File: config.mk
export PLATFORM = sky130hd
export DESIGN_NAME = conrec_fifo
export DESIGN_NICKNAME = d
export VERILOG_FILES = /design/src/design/conrec_pkg.sv /design/src/design/conrec_fifo.sv
export SDC_FILE = /design/constraint.sdc
export NUM_CORES = 1
export LEC_CHECK = 0
export BUFFER_PORTS_ARGS = -buffer_cell sky130_fd_sc_hd__buf_2
export CAP_MARGIN = 15
export CORE_MARGIN = 5
export CORE_UTILIZATION = 55
export CTS_CLUSTER_SIZE = 10
export DETAILED_ROUTE_END_ITERATION = 7
export PLACE_DENSITY = 0.81
export SLEW_MARGIN = 10
export SYNTH_ARGS = -nofsm -noshare
export SYNTH_HDL_FRONTEND = slang
export SYNTH_SLANG_ARGS = --single-unit
File: constraint.sdc
create_clock -name clk_i -period 4.96 [get_ports clk_i]
set_input_delay 0.248 -clock clk_i [delete_from_list [all_inputs] [get_ports clk_i]]
set_output_delay 0.248 -clock clk_i [all_outputs]
set_load 0.005 [all_outputs]
File: src/design/conrec_pkg.sv
// Shared types, constants and lookup tables for the contour segment block.
// Depends on nothing; every other file of the block uses it.
`timescale 1ns / 1ps

package conrec_pkg;

  localparam int SampleBits   = 16;
  localparam int FracBits     = 8;
  localparam int MaxCols      = 4096;
  localparam int MaxRows      = 4096;
  localparam int MaxLevels    = 6;
  localparam int ColBits      = $clog2(MaxCols);
  localparam int RowIdxBits   = $clog2(MaxRows);
  localparam int RowBits      = RowIdxBits + 1;
  localparam int WidthBits    = 13;
  localparam int CountBits    = 3;
  localparam int LevelIdxBits = 3;
  localparam int CoordBits    = 20;
  localparam int TriCount     = 4;
  localparam int SlotCount    = MaxLevels * TriCount;
  localparam int SlotBits     = $clog2(SlotCount);
  localparam int CellFifoDepth = 4;

  typedef logic signed [SampleBits-1:0] sample_t;

  typedef struct packed {
    sample_t               s1;   // upper left
    sample_t               s2;   // upper right
    sample_t               s3;   // lower right (current)
    sample_t               s4;   // lower left
    logic [ColBits-1:0]    ci;   // cell column
    logic [RowIdxBits-1:0] cj;   // cell row
  } cell_t;

  typedef struct packed {
    logic [CountBits-1:0]          level_count;
    logic [MaxLevels-1:0][SampleBits-1:0] levels;
  } cfg_t;

  typedef enum logic [1:0] {
    SgNeg  = 2'd0,
    SgZero = 2'd1,
    SgPos  = 2'd2
  } sign_e;

  // corner sign triple -> segment case
  localparam logic [3:0] CaseTable [27] = '{
    4'd0, 4'd0, 4'd8,  4'd0, 4'd2, 4'd5,  4'd7, 4'd6, 4'd9,
    4'd0, 4'd3, 4'd4,  4'd1, 4'd3, 4'd1,  4'd4, 4'd3, 4'd0,
    4'd9, 4'd6, 4'd7,  4'd5, 4'd2, 4'd0,  4'd8, 4'd0, 4'd0
  };

  // segment case -> {a0, a1, b0, b1} local triangle vertices
  localparam logic [7:0] SegTable [10] = '{
    {2'd0, 2'd0, 2'd0, 2'd0},
    {2'd0, 2'd0, 2'd1, 2'd1}, {2'd1, 2'd1, 2'd2, 2'd2}, {2'd2, 2'd2, 2'd0, 2'd0},
    {2'd0, 2'd0, 2'd1, 2'd2}, {2'd1, 2'd1, 2'd2, 2'd0}, {2'd2, 2'd2, 2'd0, 2'd1},
    {2'd0, 2'd1, 2'd1, 2'd2}, {2'd1, 2'd2, 2'd2, 2'd0}, {2'd2, 2'd0, 2'd0, 2'd1}
  };

  function automatic logic [3:0] case_code(sign_e a, sign_e b, sign_e c);
    logic [4:0] idx;
    idx = 5'({3'b0, a} * 5'd9 + {3'b0, b} * 5'd3 + {3'b0, c});
    return CaseTable[idx];
  endfunction

endpackage

File: src/design/conrec_fifo.sv
// Short queue of formed cells between the front end and the segment engine.
// Depends on conrec_pkg.
`timescale 1ns / 1ps

module conrec_fifo #(
  parameter int Depth = conrec_pkg::CellFifoDepth
) (
  input  logic              clk_i,
  input  logic              rst_ni,
  input  logic              push_i,
  input  conrec_pkg::cell_t data_i,
  output logic              full_o,
  input  logic              pop_i,
  output conrec_pkg::cell_t data_o,
  output logic              empty_o
);

  localparam int PtrBits = $clog2(Depth);

  conrec_pkg::cell_t mem_q [Depth];
  logic [PtrBits-1:0] wr_q, rd_q;
  logic [PtrBits:0]   cnt_q;

  assign full_o  = (cnt_q == (PtrBits+1)'(Depth));
  assign empty_o = (cnt_q == '0);
  assign data_o  = mem_q[rd_q];

  always_ff @(posedge clk_i) begin
    if (push_i) begin
      mem_q[wr_q] <= data_i;
    end
  end

  always_ff @(posedge clk_i or negedge rst_ni) begin
    if (!rst_ni) begin
      wr_q  <= '0;
      rd_q  <= '0;
      cnt_q <= '0;
    end else begin
      if (push_i) wr_q <= (wr_q == PtrBits'(Depth - 1)) ? '0 : wr_q + PtrBits'(1);
      if (pop_i)  rd_q <= (rd_q == PtrBits'(Depth - 1)) ? '0 : rd_q + PtrBits'(1);
      cnt_q <= cnt_q + (PtrBits+1)'(push_i) - (PtrBits+1)'(pop_i);
    end
  end

endmodule

==> summary.md <==
| Metric | Value |
|---|---|
| # port buffers | `181` |
| Grt met2 use | `0.341` |
| Post-synth net total | `596` |
| Clock-pin slew on the worst setup and hold paths | `0.05 ns` |
| Detailed Routing Iterations Pass 1 | `5` |
| H-tree depth | `2` |
| Die X | `165 um` |
| I/O Pins | `182` |
| Via count | `6,277` |
| Worst slew margin | `0.365` |
| Root Buffer | `clkbuf_16` |
| Worst Setup SP | `rd_q[0]` |
| Largest net degree at the start of global routing | `60` |
| Initial antenna violation count | `0` |
| Launching element type of the critical path | `flip-flop` |
| WL/cell | `22.8 um` |
| Clk buf depth | `3` |
| Delay-heaviest family, CP | `flip-flops` |
| WS Path Type | `reg2out` |
| Detailed Route WL | `25.8 mm` |
| Yosys reg bits | `359` |
| Mean Syn Cell Area | `26.6 um2` |
| First-pass GRT wire length | `40.4 mm` |
| Area leader, netlist | `edfxtp_1` |
| RSZ-0062 raised after global routing | `no` |
| Critical Path RT | `4.71 ns` |
| Post-Syn Area | `~13,000 um2` |
| Worst Tran Pin Value | `0.952 ns` |
| Met3 GRT Util | `0.0412` |
| Area taken by multi-input logic gates | `~2200 um2` |
| Post-CTS Resized | `0` |
| CP Capture Type | `output pin` |
| Fill count | `1,400` |
| Pwr dens | `547 nW/um2` |
| Sink Count | `between 300 and 400` |
| Pins Over Slew Limit | `0` |
| R2r setup slk | `2.61 ns` |
| Max_cap viols | `0` |
| Slowest stage delay, CP | `1.04 ns` |
| Mapped Cells | `a little under 500` |
| Core area | `~24,000 um2` |
| GR peak layer | `met2` |
| Final period util | `0.609` |
| Final setup viols | `0` |
| Residual DRC | `0` |
| Diodes inserted | `0` |
| Vias in the first global route | `7,073` |
| Main area contributors after synthesis | `edfxtp_1, mux4_2, dfrtp_1` |
| Register area share after synthesis | `0.814` |
| Gr usage total | `0.198` |
| Max frequency | `331 MHz` |
| Yosys warnings | `0` |
| Vias per inst | `5.56` |
| Hold Path Origin | `pop_i` |
| Critical Path AT | `around 2.8 ns` |
| Worst Hold Class | `in2reg` |
| DPL Wire Length | `14.5 mm` |
| Final ANT Viol Nets | `0` |
| Buf/Inv on CP | `2` |
| Full die area | `27,200 um2` |
| Placer Congestion | `0.683` |
| Crit-path slowest cell | `dfrtp_4` |
| Initial core utilization | `0.561` |
| RR Startpoint | `wr_q[1]` |
| Die Span Y | `165 um` |
| Final Critical Period | `3.02 ns` |
| Commonest non-fill, non-tap cells in the layout | `edfxtp_1, buf_2, dlygate4sd3_1, mux4_2, clkbuf_16` |
| Critical path peak fanout | `47` |
| Maximum vdd ir drop | `0.532 mV` |
| Layout cells sized above 1 | `0.401` |
| Outcome | `complete, no violations` |
| Yosys cell types | `20` |
| CP Cell Sequence | `buf_12, mux4_2, buf_2` |
| Worst-Skew Late Latency | `0.50 ns` |
| Seq. cell area | `between 10,000 and 15,000 um2` |
| Fin nets | `895` |
| Commonest non-fill, non-tap cell in the layout | `edfxtp_1` |
| CTS tree | `yes` |
| Yosys top cell area share | `0.801` |
| GRT overflow | `0` |
| Rows | `56` |
| GR Util met1 | `0.259` |
| Area growth, synth to finish | `23.6%` |
| Pwr Total | `8920 uW` |
| Num CTS Buffers | `41` |
| Pleak | `0.00565 uW` |
| Fin Clk Skew | `0.00855 ns` |
| DR iter-0 viols | `472` |
| Final hold vios | `0` |
| Setup TNS Final | `0 ns` |
[Yosys cell counts]
library cell    n
edfxtp_1      352
mux4_2         88
buf_12          8
buf_2           8
dfrtp_1         7
ha_1            7
inv_1           6
and2_1          4
buf_4           2
mux2_2          2
o21ai_0         2
xnor2_1         2
and3_1          1
buf_6           1
buf_8           1
fa_1            1
nand2_1         1
nor2_1          1
nor3_1          1
or3b_2          1
[stage by stage]
step	hold WS, ns	utilization	instances	cell area, um2	setup WS [ns]
after floorplan	-0.0476	-	496	13200	1.85
after global placement	0.0819	0.609	982	14300	2.41
after detailed placement	0.0907	0.609	982	14300	2.39
after global routing	0.0277	0.693	1129	16300	1.67
final	0.0534	0.693	1129	16300	1.94
after CTS	0.0271	0.693	1129	16300	1.84
[metal layers]
layer	routed length, um	part of all wire	vias up
met5	0	0	-
met4	602	0.023	0
met3	1740	0.067	49
met2	13500	0.53	272
met1	9870	0.38	3235
li1	-	-	2721
[sequential cells by signal (all words and copies together), names as in the netlist]
signal  flops
rd_q        2
wr_q        2
mem_q     352
cnt_q       3
[worst register-to-register path: cells and delay by family, from the launching register on]
family                     cells  cell delay [ns]
adders and majority gates      1             0.17
buffers and inverters          2             0.68
DFF                            1             0.40
and+or+nand+nor                1             0.73
[path summary, 6_finish.rpt]
kind,end,cells after the start
worst max-delay path,data_o[73],3
worst min-delay path,rd_q[1],2
worst max register to register,mem_q[1][5],4
worst min register to register,cnt_q[2],2
max in group asynchronous,rd_q[1],2
min in group asynchronous,wr_q[1],2
[layout make-up]
class	instances	share of cell area
Sequential cell	359	0.659
Inverter	6	0.00138
Tap cell	319	0.0245
Clock buffer	58	0.0668
Multi-Input combinational cell	111	0.135
Timing Repair Buffer	276	0.114
[logic make-up (layout without fill, tap and decap cells)]
kind of cell / after synthesis / count (layout) / share of synthesized area
compound gates: 2 / 2 / 0.000758
xor+xnor: 2 / 2 / 0.00133
simple gates: 9 / 9 / 0.00398
buf+inv: 26 / 340 / 0.0200
flops: 359 / 359 / 0.814
fa+ha+maj: 8 / 8 / 0.00815
mux: 90 / 90 / 0.152
[report_power, final]
part | total (uW) | switching, uW | internal, uW
registers | 4210 | 306 | 3900
clock network | 2520 | 1020 | 1500
logic | 2200 | 1020 | 1170
total | 8920 | 2350 | 6570
[what timing repair did]
action / CTS / global route
buffers inserted: 0 / 0
hold endpoints to repair: 359 / 0
hold buffers: 89 / 0
No activity file was read; power rests on OpenSTA's default activity.
