## config.mk

```make
export PLATFORM = sky130hd
export DESIGN_NAME = conrec_back
export DESIGN_NICKNAME = d
export VERILOG_FILES = /design/src/design/conrec_pkg.sv /design/src/design/conrec_back.sv
export SDC_FILE = /design/constraint.sdc
export NUM_CORES = 1
export LEC_CHECK = 0
export ABC_AREA = 1
export CAP_MARGIN = 20
export CELL_PAD_IN_SITES_DETAIL_PLACEMENT = 1
export CELL_PAD_IN_SITES_GLOBAL_PLACEMENT = 2
export CORE_MARGIN = 1
export CORE_UTILIZATION = 43
export CTS_BUF_LIST = sky130_fd_sc_hd__clkbuf_4
export CTS_CLUSTER_DIAMETER = 50
export DETAILED_ROUTE_END_ITERATION = 8
export DONT_BUFFER_PORTS = 1
export GPL_TIMING_DRIVEN = 0
export PLACE_DENSITY_LB_ADDON = 0.25
export REMOVE_ABC_BUFFERS = 1
export SYNTH_ARGS = -nofsm -noshare
export SYNTH_HDL_FRONTEND = slang
export SYNTH_SLANG_ARGS = --single-unit
```

## constraint.sdc

```tcl
create_clock -name clk_i -period 15.55 [get_ports clk_i]
set_clock_uncertainty 0.1 [all_clocks]
set_input_delay 3.11 -clock clk_i [delete_from_list [all_inputs] [get_ports clk_i]]
set_output_delay 3.11 -clock clk_i [all_outputs]
set_load 0.02 [all_outputs]
```

## src/design/conrec_pkg.sv

```systemverilog
// Shared types, constants and lookup tables for the contour segment block.
// Depends on nothing; every other file of the block uses it.
`timescale 1ns / 1ps

package conrec_pkg;

  localparam int SampleBits   = 16;
  localparam int FracBits     = 8;
  localparam int MaxCols      = 4096;
  localparam int MaxRows      = 4096;
  localparam int MaxLevels    = 6;
  localparam int ColBits      = $clog2(MaxCols);
  localparam int RowIdxBits   = $clog2(MaxRows);
  localparam int RowBits      = RowIdxBits + 1;
  localparam int WidthBits    = 13;
  localparam int CountBits    = 3;
  localparam int LevelIdxBits = 3;
  localparam int CoordBits    = 20;
  localparam int TriCount     = 4;
  localparam int SlotCount    = MaxLevels * TriCount;
  localparam int SlotBits     = $clog2(SlotCount);
  localparam int CellFifoDepth = 4;

  typedef logic signed [SampleBits-1:0] sample_t;

  typedef struct packed {
    sample_t               s1;   // upper left
    sample_t               s2;   // upper right
    sample_t               s3;   // lower right (current)
    sample_t               s4;   // lower left
    logic [ColBits-1:0]    ci;   // cell column
    logic [RowIdxBits-1:0] cj;   // cell row
  } cell_t;

  typedef struct packed {
    logic [CountBits-1:0]          level_count;
    logic [MaxLevels-1:0][SampleBits-1:0] levels;
  } cfg_t;

  typedef enum logic [1:0] {
    SgNeg  = 2'd0,
    SgZero = 2'd1,
    SgPos  = 2'd2
  } sign_e;

  // corner sign triple -> segment case
  localparam logic [3:0] CaseTable [27] = '{
    4'd0, 4'd0, 4'd8,  4'd0, 4'd2, 4'd5,  4'd7, 4'd6, 4'd9,
    4'd0, 4'd3, 4'd4,  4'd1, 4'd3, 4'd1,  4'd4, 4'd3, 4'd0,
    4'd9, 4'd6, 4'd7,  4'd5, 4'd2, 4'd0,  4'd8, 4'd0, 4'd0
  };

  // segment case -> {a0, a1, b0, b1} local triangle vertices
  localparam logic [7:0] SegTable [10] = '{
    {2'd0, 2'd0, 2'd0, 2'd0},
    {2'd0, 2'd0, 2'd1, 2'd1}, {2'd1, 2'd1, 2'd2, 2'd2}, {2'd2, 2'd2, 2'd0, 2'd0},
    {2'd0, 2'd0, 2'd1, 2'd2}, {2'd1, 2'd1, 2'd2, 2'd0}, {2'd2, 2'd2, 2'd0, 2'd1},
    {2'd0, 2'd1, 2'd1, 2'd2}, {2'd1, 2'd2, 2'd2, 2'd0}, {2'd2, 2'd0, 2'd0, 2'd1}
  };

  function automatic logic [3:0] case_code(sign_e a, sign_e b, sign_e c);
    logic [4:0] idx;
    idx = 5'({3'b0, a} * 5'd9 + {3'b0, b} * 5'd3 + {3'b0, c});
    return CaseTable[idx];
  endfunction

endpackage

```

## src/design/conrec_back.sv

```systemverilog
// Segment engine: level scan, triangle case lookup, endpoint division, output word.
// Depends on conrec_pkg.
`timescale 1ns / 1ps

module conrec_back (
  input  logic                              clk_i,
  input  logic                              rst_ni,
  input  conrec_pkg::cfg_t                  cfg_i,
  input  logic                              empty_i,
  input  conrec_pkg::cell_t                 cell_i,
  output logic                              pop_o,
  output logic                              out_valid_o,
  input  logic                              out_stall_i,
  output logic [conrec_pkg::CoordBits-1:0]  x_start_o,
  output logic [conrec_pkg::CoordBits-1:0]  y_start_o,
  output logic [conrec_pkg::CoordBits-1:0]  x_end_o,
  output logic [conrec_pkg::CoordBits-1:0]  y_end_o,
  output logic [conrec_pkg::LevelIdxBits-1:0] level_index_o,
  output logic                              last_o
);

  localparam int HW      = conrec_pkg::SampleBits + 5;
  localparam int QuoBits = conrec_pkg::FracBits + 2;
  localparam int RW      = HW + QuoBits - 1;
  localparam int CW      = conrec_pkg::CoordBits + 3;
  localparam int CntBits = $clog2(QuoBits);

  typedef enum logic [2:0] {BkIdle, BkScan, BkPick, BkSetup, BkDiv, BkFin, BkEmit} state_e;

  state_e state_q;
  conrec_pkg::cell_t cell_q;
  logic [conrec_pkg::LevelIdxBits-1:0] scan_k_q, seg_k_q, lvl, nlev;
  logic [3:0] cv_q [conrec_pkg::SlotCount];
  logic [1:0] seg_t_q;
  logic [3:0] seg_cv_q;
  logic       last_q, phase_q;
  logic [RW-1:0] rem_q, dsh_q;
  logic [QuoBits-1:0] quo_q;
  logic [CntBits-1:0] cnt_q;
  logic sgn_q, dzero_q;
  logic signed [2:0] dcx_q, dcy_q;
  logic [1:0] px_q, py_q;
  logic [conrec_pkg::CoordBits-1:0] xa_q, ya_q, xb_q, yb_q;
  logic [conrec_pkg::CoordBits-1:0] ox_q, oy_q, ex_q, ey_q;
  logic [conrec_pkg::LevelIdxBits-1:0] lev_out_q;
  logic out_valid_q, out_last_q;

  conrec_pkg::sample_t z;
  logic signed [conrec_pkg::SampleBits:0] d [1:4];
  logic signed [HW-1:0] h [5];
  conrec_pkg::sign_e sg [5];
  logic in_range;
  logic [3:0] code [conrec_pkg::TriCount];
  logic pick_any, pick_last;
  logic [conrec_pkg::SlotBits-1:0] pick_idx;
  logic [7:0] ent;
  logic [1:0] lp, lq;
  logic [2:0] gp, gq;
  logic signed [HW-1:0] hp, hq;
  logic signed [HW:0] den;
  logic [HW-1:0] nabs;
  logic [HW:0] dabs;
  logic rem_nz;
  logic [conrec_pkg::CoordBits-1:0] cx, cy;

  function automatic logic [2:0] glob(logic [1:0] l, logic [1:0] t);
    logic [2:0] g;
    unique case (l)
      2'd0:    g = 3'(t) + 3'd1;
      2'd1:    g = 3'd0;
      default: g = (t == 2'd3) ? 3'd1 : 3'(t) + 3'd2;
    endcase
    return g;
  endfunction

  // vertex offsets in half cells: centre is vertex 0
  function automatic logic [1:0] offx(logic [2:0] v);
    logic [1:0] o;
    case (v)
      3'd0:    o = 2'd1;
      3'd2:    o = 2'd2;
      3'd3:    o = 2'd2;
      default: o = 2'd0;
    endcase
    return o;
  endfunction

  function automatic logic [1:0] offy(logic [2:0] v);
    logic [1:0] o;
    case (v)
      3'd0:    o = 2'd1;
      3'd3:    o = 2'd2;
      3'd4:    o = 2'd2;
      default: o = 2'd0;
    endcase
    return o;
  endfunction

  function automatic logic [conrec_pkg::CoordBits-1:0] coord(
      logic [conrec_pkg::ColBits-1:0] base, logic [1:0] off, logic signed [2:0] dc,
      logic [QuoBits-1:0] q, logic rnz, logic sgn, logic dz);
    logic [QuoBits-1:0] mag;
    logic inex, neg;
    logic signed [CW-1:0] pos, delta, sum;
    pos = CW'({base, conrec_pkg::FracBits'(0)}) +
          CW'({off, (conrec_pkg::FracBits-1)'(0)});
    mag  = dc[0] ? (q >> 1) : q;
    inex = dc[0] ? (q[0] | rnz) : rnz;
    neg  = dc[2] ^ sgn;
    if (dc == 3'sd0 || dz) begin
      delta = '0;
    end else if (neg) begin
      delta = -(CW'(mag) + CW'(inex));
    end else begin
      delta = CW'(mag);
    end
    sum = pos + delta;
    return sum[conrec_pkg::CoordBits-1:0];
  endfunction

  assign nlev = (cfg_i.level_count > conrec_pkg::LevelIdxBits'(conrec_pkg::MaxLevels)) ?
                conrec_pkg::LevelIdxBits'(conrec_pkg::MaxLevels) : cfg_i.level_count;
  assign lvl  = (state_q == BkScan) ? scan_k_q : seg_k_q;
  assign z    = cfg_i.levels[lvl];

  // heights of corners (times four) and of the centre for the selected level
  always_comb begin
    d[1] = {cell_q.s1[conrec_pkg::SampleBits-1], cell_q.s1} - {z[conrec_pkg::SampleBits-1], z};
    d[2] = {cell_q.s2[conrec_pkg::SampleBits-1], cell_q.s2} - {z[conrec_pkg::SampleBits-1], z};
    d[3] = {cell_q.s3[conrec_pkg::SampleBits-1], cell_q.s3} - {z[conrec_pkg::SampleBits-1], z};
    d[4] = {cell_q.s4[conrec_pkg::SampleBits-1], cell_q.s4} - {z[conrec_pkg::SampleBits-1], z};
    h[0] = HW'(d[1]) + HW'(d[2]) + HW'(d[3]) + HW'(d[4]);
    for (int m = 1; m <= 4; m++) begin
      h[m] = HW'(d[m]) <<< 2;
    end
    for (int m = 0; m <= 4; m++) begin
      sg[m] = (h[m] > 0) ? conrec_pkg::SgPos :
              ((h[m] < 0) ? conrec_pkg::SgNeg : conrec_pkg::SgZero);
    end
    in_range = !(sg[1] == conrec_pkg::SgPos && sg[2] == conrec_pkg::SgPos &&
                 sg[3] == conrec_pkg::SgPos && sg[4] == conrec_pkg::SgPos) &&
               !(sg[1] == conrec_pkg::SgNeg && sg[2] == conrec_pkg::SgNeg &&
                 sg[3] == conrec_pkg::SgNeg && sg[4] == conrec_pkg::SgNeg);
    for (int t = 0; t < conrec_pkg::TriCount; t++) begin
      code[t] = in_range ?
                conrec_pkg::case_code(sg[t+1], sg[0], sg[(t == 3) ? 1 : t + 2]) : 4'd0;
    end
  end

  // lowest pending slot, and whether it is the cell's final one
  always_comb begin
    pick_any  = 1'b0;
    pick_idx  = '0;
    pick_last = 1'b1;
    for (int n = conrec_pkg::SlotCount - 1; n >= 0; n--) begin
      if (cv_q[n] != 4'd0) begin
        pick_any = 1'b1;
        pick_idx = conrec_pkg::SlotBits'(n);
      end
    end
    for (int n = 0; n < conrec_pkg::SlotCount; n++) begin
      if (cv_q[n] != 4'd0 && conrec_pkg::SlotBits'(n) != pick_idx) pick_last = 1'b0;
    end
  end

  always_comb begin
    ent  = conrec_pkg::SegTable[seg_cv_q];
    lp   = phase_q ? ent[3:2] : ent[7:6];
    lq   = phase_q ? ent[1:0] : ent[5:4];
    gp   = glob(lp, seg_t_q);
    gq   = glob(lq, seg_t_q);
    hp   = h[gp];
    hq   = h[gq];
    den  = {hp[HW-1], hp} - {hq[HW-1], hq};
    nabs = hp[HW-1] ? HW'(-hp) : HW'(hp);
    dabs = den[HW] ? (HW+1)'(-den) : (HW+1)'(den);
    rem_nz = (rem_q != '0);
    cx = coord(cell_q.ci, px_q, dcx_q, quo_q, rem_nz, sgn_q, dzero_q);
    cy = coord(cell_q.cj, py_q, dcy_q, quo_q, rem_nz, sgn_q, dzero_q);
  end

  assign pop_o = (state_q == BkIdle) && !empty_i;

  assign out_valid_o   = out_valid_q;
  assign x_start_o     = ox_q;
  assign y_start_o     = oy_q;
  assign x_end_o       = ex_q;
  assign y_end_o       = ey_q;
  assign level_index_o = lev_out_q;
  assign last_o        = out_last_q;

  always_ff @(posedge clk_i or negedge rst_ni) begin
    if (!rst_ni) begin
      state_q     <= BkIdle;
      out_valid_q <= 1'b0;
      scan_k_q    <= '0;
      phase_q     <= 1'b0;
      cnt_q       <= '0;
    end else begin
      // the emit state reloads the output word itself
      if (out_valid_q && !out_stall_i && state_q != BkEmit) out_valid_q <= 1'b0;
      unique case (state_q)
        BkIdle: begin
          if (!empty_i) begin
            cell_q   <= cell_i;
            scan_k_q <= '0;
            for (int n = 0; n < conrec_pkg::SlotCount; n++) cv_q[n] <= 4'd0;
            state_q  <= (nlev == '0) ? BkPick : BkScan;
          end
        end
        BkScan: begin
          for (int t = 0; t < conrec_pkg::TriCount; t++) begin
            cv_q[{scan_k_q, 2'(t)}] <= code[t];
          end
          if (scan_k_q == nlev - conrec_pkg::LevelIdxBits'(1)) begin
            state_q <= BkPick;
          end else begin
            scan_k_q <= scan_k_q + conrec_pkg::LevelIdxBits'(1);
          end
        end
        BkPick: begin
          if (pick_any) begin
            seg_k_q        <= pick_idx[conrec_pkg::SlotBits-1:2];
            seg_t_q        <= pick_idx[1:0];
            seg_cv_q       <= cv_q[pick_idx];
            last_q         <= pick_last;
            cv_q[pick_idx] <= 4'd0;
            phase_q        <= 1'b0;
            state_q        <= BkSetup;
          end else begin
            state_q <= BkIdle;
          end
        end
        BkSetup: begin
          rem_q   <= RW'(nabs) << conrec_pkg::FracBits;
          dsh_q   <= RW'(dabs) << (QuoBits - 1);
          quo_q   <= '0;
          cnt_q   <= '0;
          sgn_q   <= hp[HW-1] ^ den[HW];
          dzero_q <= (den == '0);
          px_q    <= offx(gp);
          py_q    <= offy(gp);
          dcx_q   <= $signed({1'b0, offx(gq)}) - $signed({1'b0, offx(gp)});
          dcy_q   <= $signed({1'b0, offy(gq)}) - $signed({1'b0, offy(gp)});
          state_q <= BkDiv;
        end
        BkDiv: begin
          if (rem_q >= dsh_q) begin
            rem_q <= rem_q - dsh_q;
            quo_q <= {quo_q[QuoBits-2:0], 1'b1};
          end else begin
            quo_q <= {quo_q[QuoBits-2:0], 1'b0};
          end
          dsh_q <= dsh_q >> 1;
          cnt_q <= cnt_q + CntBits'(1);
          if (cnt_q == CntBits'(QuoBits - 1)) state_q <= BkFin;
        end
        BkFin: begin
          if (!phase_q) begin
            xa_q    <= cx;
            ya_q    <= cy;
            phase_q <= 1'b1;
            state_q <= BkSetup;
          end else begin
            xb_q    <= cx;
            yb_q    <= cy;
            state_q <= BkEmit;
          end
        end
        BkEmit: begin
          if (!out_valid_q || !out_stall_i) begin
            ox_q        <= xa_q;
            oy_q        <= ya_q;
            ex_q        <= xb_q;
            ey_q        <= yb_q;
            lev_out_q   <= seg_k_q;
            out_last_q  <= last_q;
            out_valid_q <= 1'b1;
            state_q     <= BkPick;
          end
        end
        default: state_q <= BkIdle;
      endcase
    end
  end

endmodule

```

==> results of run 1 <==
per-layer routing:
layer  share of wire (%)  wire length [µm]  global-route usage, %  up-vias
met2                  48             52200                   47.2      683
met1                  44             47900                   35.5    14200
met5                   0                 0                      0        -
li1                    -                 -                      -    14300
met3                 5.1              5550                   5.08      172
met4                 2.0              2190                   7.87        0
worst paths after layout:
check,startpoint,endpoint,cells after the start
max in group asynchronous,rst_ni,state_q[2]$_DFFE_PN0P_,0
min in group asynchronous,rst_ni,phase_q$_DFFE_PN0P_,0
hold reg to reg,ya_q[10]$_DFFE_PP_,y_start_o[10]$_DFFE_PP_,0
setup reg to reg,state_q[0]$_DFFE_PN0P_,cv_q[13][0]$_SDFFE_PP0P_,48
hold / removal,ya_q[10]$_DFFE_PP_,y_start_o[10]$_DFFE_PP_,0
setup / recovery,state_q[0]$_DFFE_PN0P_,cv_q[13][0]$_SDFFE_PP0P_,48
sequential cells by signal (all words and copies together), names as in the netlist, 10 cells and up:
register / flops
cell_q: 88
cv_q: 120
dsh_q: 30
quo_q: 10
rem_q: 30
x_end_o: 20
x_start_o: 20
xa_q: 20
xb_q: 20
y_end_o: 20
y_start_o: 20
ya_q: 20
yb_q: 20
cell usage in the layout, fill, tap and decap left out, types with 9 or more instances in the layout:
cell type and instances:
sky130_fd_sc_hd__or2_2 9, sky130_fd_sc_hd__fa_1 47, sky130_fd_sc_hd__a221oi_1 16, sky130_fd_sc_hd__nand2_1 971, sky130_fd_sc_hd__clkbuf_4 193, sky130_fd_sc_hd__nor2_1 286, sky130_fd_sc_hd__inv_1 531, sky130_fd_sc_hd__o211ai_1 30
sky130_fd_sc_hd__a22oi_1 20, sky130_fd_sc_hd__dfrtp_1 12, sky130_fd_sc_hd__o21ai_0 225, sky130_fd_sc_hd__o2111ai_1 16, sky130_fd_sc_hd__o21bai_1 16, sky130_fd_sc_hd__dfxtp_1 120, sky130_fd_sc_hd__xor2_1 89, sky130_fd_sc_hd__nor2_4 13
sky130_fd_sc_hd__o22ai_1 21, sky130_fd_sc_hd__clkinv_1 25, sky130_fd_sc_hd__nand2_2 17, sky130_fd_sc_hd__nor4_1 59, sky130_fd_sc_hd__ha_1 274, sky130_fd_sc_hd__nand3_1 190, sky130_fd_sc_hd__o21a_1 13, sky130_fd_sc_hd__a31oi_1 14
sky130_fd_sc_hd__nand4_1 64, sky130_fd_sc_hd__a32oi_1 15, sky130_fd_sc_hd__edfxtp_1 343, sky130_fd_sc_hd__buf_6 10, sky130_fd_sc_hd__nor3_1 66, sky130_fd_sc_hd__o21ai_1 27, sky130_fd_sc_hd__xnor2_1 44, sky130_fd_sc_hd__o221ai_1 9
sky130_fd_sc_hd__o31ai_1 10, sky130_fd_sc_hd__inv_2 14, sky130_fd_sc_hd__a21oi_1 344
critical path: cells and delay by family (launching register included):
kind            cells  cell delay (ps)
xor+xnor            3              670
buf+inv            12             2260
simple gates       22             5330
compound gates      5             1800
fa+ha+maj           6             2430
flops               1              460
cell families (layout without fill, tap and decap cells):
| family | count (synthesis) | after routing | synth area share [%] |
|---|---|---|---|
| AOI/OAI and AO/OA | 818 | 818 | 14.2 |
| xor gates and xnor gates | 138 | 138 | 3.75 |
| adders and majority gates | 321 | 321 | 13.1 |
| buffers and inverters | 641 | 818 | 7.32 |
| DFF | 475 | 475 | 39.1 |
| other | 1 | 4 | 0.0113 |
| and+or+nand+nor | 1726 | 1726 | 22.5 |
final cells by class:
| cell class | instances | area share (%) |
|---|---|---|
| well taps | 1030 | 3.53 |
| clock buffers | 193 | 3.97 |
| repair buffers | 32 | 1.35 |
| diodes | 2 | 0.0137 |
| multi-input cells | 3005 | 49.1 |
| clock inverters | 39 | 0.689 |
| inverters | 554 | 5.71 |
| flip-flops and latches | 475 | 35.6 |
through the flow:
step	worst slack, ps	instance area, µm²	instances	util [%]
6_report	2310	36500	5330	47.9
5_1_grt	1260	36500	5330	47.9
4_1_cts	2330	36400	5323	47.8
3_5_place_dp	2100	34700	5091	45.6
3_3_place_gp	376	34200	5064	44.9
2_1_floorplan	4560	32900	4034	-
==> out/summary.json, run 1 <==
{
  "synth": {
    "ys_top_cells_by_area": "sky130_fd_sc_hd__edfxtp_1 31%, sky130_fd_sc_hd__nand2_1 11%, sky130_fd_sc_hd__ha_1 10%, sky130_fd_sc_hd__dfxtp_1 7.2%, sky130_fd_sc_hd__inv_1 6.0%",
    "yosysMostFrequentCell": "sky130_fd_sc_hd__nand2_1",
    "synth_common_cells": "972 x sky130_fd_sc_hd__nand2_1, 531 x sky130_fd_sc_hd__inv_1, 346 x sky130_fd_sc_hd__a21oi_1",
    "synth_top_area_cell": "sky130_fd_sc_hd__edfxtp_1",
    "synthesis.area_per_instance_um2": 8.07,
    "post_synth_instance_area_um2": 33300,
    "ys_ff_latch": 475,
    "area_share_of_the_largest_cell_type_after_synthesis_pct": 31.0,
    "post_synthesis_async_set_or_reset_flop_share_pct": 2.53,
    "post_synth_num_cell_types": 73,
    "syn-instance-count": 4120,
    "synth_ff_type": "sky130_fd_sc_hd__edfxtp_1",
    "yosysWarningCount": 0,
    "synth_sequential_area_ratio_pct": 39.1,
    "synth-edff-count": 343
  },
  "die": {
    "dieHeight_um": 280,
    "core_um2": 76200,
    "die_area_um2": 78500,
    "die-width_um": 280,
    "number_of_cell_rows": 101,
    "initial_core_util_pct": 43.7,
    "io_pins": 277
  },
  "clock_tree": {
    "cts_made_buffers": 133,
    "post_cts.resized_instances": 0,
    "cts_hold_buffers": 0,
    "cts.reportedPaths.clkPinSlew_ps": 60,
    "numClockSinks": 475,
    "clkLatencyLatePin_ps": 1010,
    "clk_path_buf_depth": 3,
    "post-cts-setup-buffers": 0,
    "htree_num_levels": 4,
    "clk_root_buffer_cell": "sky130_fd_sc_hd__clkbuf_4",
    "cts_tree": "done"
  },
  "detailed_routing": {
    "route.vias.total": 29300,
    "detail_route.wl_per_cell_um": 20.2,
    "number_of_drc_markers_in_iteration_0": 1625,
    "post-route-drc-count": 0,
    "drt_first_pass_iters": 5,
    "routed_wl_mm": 108,
    "detail-route-antenna-nets": 0,
    "post_drt_via_cell_ratio": 5.50
  },
  "placed_design": {
    "place_congestion": 0.910,
    "io_buffer_count": 0,
    "hpwlAfterDp_mm": 84.6
  },
  "sta": {
    "share_of_the_cycle_needed_by_the_critical_path_after_routing_pct": 85.1,
    "clock.fmax_mhz": 75.5,
    "tightestPinTransition_ps": 1180,
    "timing.max_slew.rel_slack_pct": 20.7,
    "finalSetupTns_ps": 0,
    "slew_violations": 0,
    "setup_viol": 0,
    "final_hold_viol_count": 0,
    "finalWorstPathRequiredPeriod_ps": 13240,
    "timing.hold.ws_ps": 286,
    "setup_repair_after_global_routing_missed_its_margin": "false"
  },
  "worst_setup_path": {
    "timing.critical_path.slowest_stage_cell": "sky130_fd_sc_hd__a32oi_1",
    "crit_path_end_kind": "flip-flop",
    "reg2reg_setup_slack_ps": 2310,
    "worst_path_largest_cell_delay_ps": 930,
    "cp_data_arrival_time_ps": 14030,
    "setup.worst_path.class": "flip-flop to flip-flop",
    "timing.critical_path.required_ps": 16340,
    "critical_path_startpoint_category": "flip-flop",
    "crit_fanout": 50
  },
  "finish": {
    "ff_latch_area_um2": 13000,
    "final_net_count": 4713,
    "multi_input_comb_area_um2": 17900,
    "post_route_cells_drive_above_1_share_pct": 8.21,
    "fillers": 9359,
    "layout-area-overhead-vs-synth_pct": 9.68
  },
  "global_route": {
    "number_of_antenna_violations_at_the_first_check_in_global_routing": 4,
    "global_route.usage.total_pct": 27.6,
    "globalRouteOverflowTotal": 0,
    "grt_pass1_vias": 30300,
    "global_route_wire_length_before_repair_mm": 169,
    "pin_count_of_the_biggest_net_entering_global_routing": 86
  },
  "hold_path": {
    "hp-class": "flip-flop to flip-flop"
  },
  "flow_run": {
    "drv.max_cap_violation_count": 0
  },
  "run_status": {
    "status": "finished clean"
  }
}
Power of run 1 is not shown: default switching activity piles up to over one toggle a cycle in this logic, so the estimate is an artifact.
==> run 2: changes to the inputs <==
RECOVER_POWER = 50   (was unset)
==> run 2 against run 1 <==
The flow now finishes with violations (max-capacitance violations, max-slew violations). Via count up 0.20%. Core utilization down 0.21 points. Worst hold slack improved by 3.4 ps.
==> out/summary.json, run 2 (same netlist as run 1, synthesis figures left out) <==
{
  "global_route": {
    "global_route.usage.total_pct": 27.6,
    "globalRouteOverflowTotal": 0,
    "pin_count_of_the_biggest_net_entering_global_routing": 86,
    "global_route_wire_length_before_repair_mm": 169,
    "number_of_antenna_violations_at_the_first_check_in_global_routing": 4,
    "grt_pass1_vias": 30300
  },
  "detailed_routing": {
    "routed_wl_mm": 108,
    "number_of_drc_markers_in_iteration_0": 1567,
    "detail_route.wl_per_cell_um": 20.2,
    "top_sig_layer": "met4",
    "post-route-drc-count": 0,
    "detail_route.wirelength.met1_mm": 48.1,
    "post_drt_via_cell_ratio": 5.51,
    "route.vias.total": 29400,
    "detail-route-antenna-nets": 0,
    "drt_first_pass_iters": 5,
    "wl_met3_mm": 5.39,
    "met2_routed_wirelength_mm": 52.1
  },
  "sta": {
    "finalSetupTns_ps": 0,
    "setup_repair_after_global_routing_missed_its_margin": "false",
    "clock.fmax_mhz": 75.9,
    "slew_violations": 242,
    "final_hold_viol_count": 0,
    "share_of_the_cycle_needed_by_the_critical_path_after_routing_pct": 84.8,
    "timing.max_slew.rel_slack_pct": -150,
    "tightestPinTransition_ps": 3750,
    "setup_viol": 0,
    "finalWorstPathRequiredPeriod_ps": 13180
  },
  "worst_setup_path": {
    "worst_path_largest_cell_delay_ps": 930,
    "worstSetupPathDepth": 48,
    "timing.critical_path.slowest_stage_cell": "sky130_fd_sc_hd__a32oi_1",
    "critical_path_startpoint_category": "flip-flop",
    "critPathTopFamily": "simple AND/OR/NAND/NOR gates",
    "worst_setup_path_startpoint": "state_q[0]$_DFFE_PN0P_",
    "cp_data_arrival_time_ps": 13960,
    "setup.worst_path.class": "flip-flop to flip-flop",
    "regToRegStartpoint": "state_q[0]$_DFFE_PN0P_",
    "cp.buffers_inverters": 12,
    "crit_fanout": 50,
    "worstRegToRegCells": 48,
    "crit_path_end_kind": "flip-flop",
    "timing.critical_path.required_ps": 16330
  },
  "finish": {
    "layout.cells.most_common": "sky130_fd_sc_hd__nand2_1",
    "top_library_cells_by_usage_in_the_layout_fill_and_taps_aside": "972 x sky130_fd_sc_hd__nand2_1, 531 x sky130_fd_sc_hd__inv_1, 345 x sky130_fd_sc_hd__a21oi_1, 343 x sky130_fd_sc_hd__edfxtp_1, 289 x sky130_fd_sc_hd__nor2_1",
    "max_flop_register": "cv_q",
    "ff_latch_area_um2": 13000,
    "largest_register_ff_count": 120,
    "post_route_cells_drive_above_1_share_pct": 7.89,
    "layout_top_registers": "cv_q x120, cell_q x88",
    "final_net_count": 4713,
    "fillers": 9378,
    "layout-area-overhead-vs-synth_pct": 9.20,
    "multi_input_comb_area_um2": 17900
  },
  "clock_tree": {
    "clk_root_buffer_cell": "sky130_fd_sc_hd__clkbuf_4",
    "htree_num_levels": 4,
    "cts.reportedPaths.clkPinSlew_ps": 60,
    "clkLatencyLatePin_ps": 1010,
    "cts_hold_buffers": 0,
    "clk_path_buf_depth": 3,
    "cts_tree": "done",
    "cts_made_buffers": 133,
    "post-cts-setup-buffers": 0,
    "numClockSinks": 475,
    "post_cts.resized_instances": 0
  },
  "die": {
    "die_area_um2": 78500,
    "io_pins": 277,
    "core_um2": 76200,
    "die-width_um": 280,
    "initial_core_util_pct": 43.7,
    "dieHeight_um": 280,
    "number_of_cell_rows": 101
  },
  "placed_design": {
    "io_buffer_count": 0,
    "hpwlAfterDp_mm": 84.6,
    "place_congestion": 0.910
  },
  "hold_path": {
    "hp-class": "flip-flop to flip-flop",
    "hold_path_depth": 0,
    "worstHoldStart": "ya_q[10]$_DFFE_PP_"
  },
  "flow_run": {
    "drv.max_cap_violation_count": 7
  },
  "run_status": {
    "failed_checks": "max-capacitance violations, max-slew violations",
    "status": "finished with violations"
  }
}
-- run 2: layout make-up --
cell class              count  share of cell area, %
diodes                      2                 0.0138
clock buffers             193                   3.99
clock inverters            39                  0.692
inverters                 554                   5.73
multi-input cells        3005                   49.2
flip-flops and latches    475                   35.8
well taps                1030                   3.55
repair buffers             32                   1.06
-- run 2: stage by stage --
step / area, µm² / utilization, % / hold slack [ps] / cells / setup WS (ps)
floorplan: 32900 / - / 300 / 4034 / 4560
CTS: 36400 / 47.8 / 268 / 5323 / 2330
global route: 36300 / 47.7 / 291 / 5330 / 1260
detailed placement: 34700 / 45.6 / 306 / 5091 / 2100
global placement: 34200 / 44.9 / 300 / 5064 / 376
finish: 36300 / 47.7 / 290 / 5330 / 2370
-- run 2: path summary, 6_finish.rpt --
path                                                end  slack (ps)
worst min register to register  y_start_o[10]$_DFFE_PP_         290
max in group asynchronous        state_q[2]$_DFFE_PN0P_       13520
worst min-delay path            y_start_o[10]$_DFFE_PP_         290
worst max register to register  cv_q[5][0]$_SDFFE_PP0P_        2370
worst max-delay path            cv_q[5][0]$_SDFFE_PP0P_        2370
min in group asynchronous           phase_q$_DFFE_PN0P_        1740
-- run 2: per-layer routing --
layer | GRT usage [%] | vias to the layer above
met1 | 35.5 | 14300
met2 | 47.2 | 678
met4 | 7.87 | 0
met5 | 0 | -
met3 | 5.08 | 177
li1 | - | 14300
Power of run 2 is left out for the same reason.
==> run 3: changes to the inputs <==
ABC_AREA = 0   (was 1)
CORE_UTILIZATION = 38   (was 43)
clock period = 10.8 ns   (was 15.55 ns; I/O delays follow)
==> run 3 against run 2 <==
The flow still finishes with violations (max-capacitance violations, max-slew violations). Design area up 2.9%. Sequential share of layout area down 2.3 points. Global-route usage down 1.9 points. Critical path depth down 5. Largest cell class unchanged.
==> out/summary.json, run 3 <==
{
  "global_route": {
    "global_route.usage.met2_pct": 45.5,
    "top_usage_layer": "met2",
    "number_of_antenna_violations_at_the_first_check_in_global_routing": 9,
    "global_route.usage.met3_pct": 5.01,
    "global_route_wire_length_before_repair_mm": 172,
    "global_route.usage.total_pct": 25.7,
    "pin_count_of_the_biggest_net_entering_global_routing": 77,
    "globalRouteOverflowTotal": 0,
    "gr-usage-met1_pct": 31.3,
    "grt_pass1_vias": 29600
  },
  "hold_path": {
    "hp-class": "flip-flop to flip-flop"
  },
  "worst_setup_path": {
    "path_common_cell": "sky130_fd_sc_hd__ha_1",
    "timing.critical_path.required_ps": 11530,
    "worst_path_largest_cell_delay_ps": 540,
    "setup.worst_path.class": "flip-flop to flip-flop",
    "critical_path_startpoint_category": "flip-flop",
    "crit_path_end_kind": "flip-flop",
    "reg2reg_setup_slack_ps": 420,
    "timing.critical_path.slowest_stage_cell": "sky130_fd_sc_hd__dfrtp_4",
    "cp_data_arrival_time_ps": 11110,
    "crit_fanout": 19
  },
  "synth": {
    "synth-edff-count": 343,
    "ys_top_cells_by_area": "sky130_fd_sc_hd__edfxtp_1 32%, sky130_fd_sc_hd__ha_1 11%, sky130_fd_sc_hd__dfxtp_1 5.9%, sky130_fd_sc_hd__nand2_1 5.0%, sky130_fd_sc_hd__a21oi_1 3.9%",
    "synth_top_area_cell": "sky130_fd_sc_hd__edfxtp_1",
    "yosysMostFrequentCell": "sky130_fd_sc_hd__nand2_1",
    "synth_common_cells": "435 x sky130_fd_sc_hd__nand2_1, 343 x sky130_fd_sc_hd__edfxtp_1, 296 x sky130_fd_sc_hd__nor2_1",
    "area_share_of_the_largest_cell_type_after_synthesis_pct": 31.6,
    "syn-instance-count": 3567,
    "yosysWarningCount": 0,
    "synth_ff_type": "sky130_fd_sc_hd__edfxtp_1",
    "post_synthesis_async_set_or_reset_flop_share_pct": 2.66,
    "synthesis.area_per_instance_um2": 9.15,
    "post_synth_num_cell_types": 100,
    "synth_sequential_area_ratio_pct": 38.4,
    "ys_ff_latch": 451,
    "post_synth_instance_area_um2": 32600
  },
  "placed_design": {
    "place_area_um2": 34200,
    "io_buffer_count": 0,
    "place_congestion": 0.896,
    "cells_after_dpl": 4624,
    "hpwlAfterDp_mm": 87.8
  },
  "finish": {
    "final_net_count": 4177,
    "max_flop_register": "cv_q",
    "layout-area-overhead-vs-synth_pct": 14.5,
    "post_layout_nonfiller_instances": 4914,
    "top_library_cells_by_usage_in_the_layout_fill_and_taps_aside": "427 x sky130_fd_sc_hd__nand2_1, 343 x sky130_fd_sc_hd__edfxtp_1, 287 x sky130_fd_sc_hd__nor2_1, 264 x sky130_fd_sc_hd__ha_1, 262 x sky130_fd_sc_hd__inv_1",
    "post_route_cells_drive_above_1_share_pct": 13.0,
    "largest_register_ff_count": 96,
    "final_cell_area_um2": 37400,
    "fillers": 9762,
    "layout_top_registers": "cv_q x96, cell_q x88",
    "layout.cells.most_common": "sky130_fd_sc_hd__nand2_1"
  },
  "die": {
    "dieHeight_um": 295,
    "die-width_um": 295,
    "number_of_cell_rows": 107,
    "die_area_um2": 87100,
    "io_pins": 277,
    "core_um2": 85100,
    "initial_core_util_pct": 38.3
  },
  "sta": {
    "clock.fmax_mhz": 96.4,
    "setup_viol": 0,
    "timing.hold.ws_ps": 314,
    "final_hold_viol_count": 0,
    "share_of_the_cycle_needed_by_the_critical_path_after_routing_pct": 96.1,
    "finalWorstPathRequiredPeriod_ps": 10380,
    "timing.max_slew.rel_slack_pct": -0.180,
    "tightestPinTransition_ps": 1490,
    "finalSetupTns_ps": 0,
    "slew_violations": 1
  },
  "detailed_routing": {
    "post_drt_via_cell_ratio": 5.75,
    "routed_wl_mm": 113,
    "drt_first_pass_iters": 7,
    "route.vias.total": 28200,
    "detail-route-antenna-nets": 0,
    "post-route-drc-count": 0,
    "number_of_drc_markers_in_iteration_0": 1580,
    "detail_route.wl_per_cell_um": 23.1
  },
  "clock_tree": {
    "cts_made_buffers": 134,
    "cts_tree": "done",
    "clk_root_buffer_cell": "sky130_fd_sc_hd__clkbuf_4",
    "clk_path_buf_depth": 3,
    "numClockSinks": 451,
    "htree_num_levels": 4,
    "clkLatencyLatePin_ps": 1030,
    "cts_hold_buffers": 0,
    "cts.reportedPaths.clkPinSlew_ps": 70
  },
  "flow_run": {
    "drv.max_cap_violation_count": 1
  },
  "run_status": {
    "failed_checks": "max-capacitance violations, max-slew violations",
    "status": "finished with violations"
  }
}
## run 3: cell types whose count changed after synthesis, moves of 77 or more
| cell | previous run | this run |
|---|---|---|
| sky130_fd_sc_hd__a21o_1 | 4 | 81 |
| sky130_fd_sc_hd__a21oi_1 | 346 | 254 |
| sky130_fd_sc_hd__inv_1 | 531 | 263 |
| sky130_fd_sc_hd__nand2_1 | 972 | 435 |
| sky130_fd_sc_hd__nand3_1 | 190 | 101 |
| sky130_fd_sc_hd__o21ai_0 | 225 | 148 |
| sky130_fd_sc_hd__xnor2_1 | 44 | 126 |
## run 3: path summary, 6_finish.rpt
| path | start | endpoint | depth (start not counted) |
|---|---|---|---|
| min in group asynchronous | rst_ni | cnt_q[0]$_DFFE_PN0P_ | 0 |
| setup / recovery | state_q[1]$_DFFE_PN0P_ | cv_q[16][0]$_SDFFE_PP0P_ | 43 |
| hold / removal | xb_q[7]$_DFFE_PP_ | x_end_o[7]$_DFFE_PP_ | 0 |
| max in group asynchronous | rst_ni | state_q[0]$_DFFE_PN0P_ | 0 |
| hold reg to reg | xb_q[7]$_DFFE_PP_ | x_end_o[7]$_DFFE_PP_ | 0 |
| setup reg to reg | state_q[1]$_DFFE_PN0P_ | cv_q[16][0]$_SDFFE_PP0P_ | 43 |
## run 3: critical path, delay by kind of cell, from the launching register on
kind | cells | cell delay (ps)
AOI/OAI and AO/OA | 15 | 3280
and+or+nand+nor | 11 | 2560
adders and majority gates | 7 | 2230
buffers and inverters | 6 | 720
DFF | 1 | 540
xor gates and xnor gates | 3 | 500
muxes | 1 | 240
## run 3: what timing repair did
| item | in CTS | in global routing |
|---|---|---|
| buffers inserted | 15 | 31 |
| gates resized for setup | 88 | 104 |
| endpoints found under the setup margin | 137 | 118 |
| gates cloned | 0 | 1 |
| pin swaps | 9 | 21 |
## run 3: logic make-up (layout without fill, tap and decap cells)
kind of cell	count (synthesis)	in the layout	synth area share, %
buffers and inverters	387	584	4.50
xor gates and xnor gates	198	198	5.36
other	1	7	0.0115
and+or+nand+nor	1172	1172	16.6
muxes	82	82	2.65
DFF	451	451	38.4
AOI/OAI and AO/OA	950	950	19.0
adders and majority gates	326	326	13.5
## run 3: stage by stage
stage / util [%] / setup slack [ps]
after floorplan: - / -521
after global placement: 39.5 / -5210
after detailed placement: 40.1 / -2700
after CTS: 42.8 / -9.58
after global routing: 43.9 / -55.4
final: 43.9 / 424
## run 3: cell type report
| class | instances | area [µm²] | area share (%) |
|---|---|---|---|
| clock buffers | 192 | 1440 | 3.86 |
| multi-input cells | 2730 | 19700 | 52.7 |
| inverters | 268 | 1010 | 2.71 |
| repair buffers | 80 | 953 | 2.55 |
| diodes | 5 | 12.5 | 0.0335 |
| clock inverters | 44 | 303 | 0.810 |
| flip-flops and latches | 451 | 12500 | 33.5 |
| well taps | 1144 | 1430 | 3.83 |
## run 3: routing by layer
metal / wire length (µm) / vias to the layer above
met4: 2690 / 6
li1: - / 13300
met1: 48500 / 14100
met3: 5440 / 183
met2: 56600 / 695
met5: 54 / -
Power of run 3 is left out for the same reason.
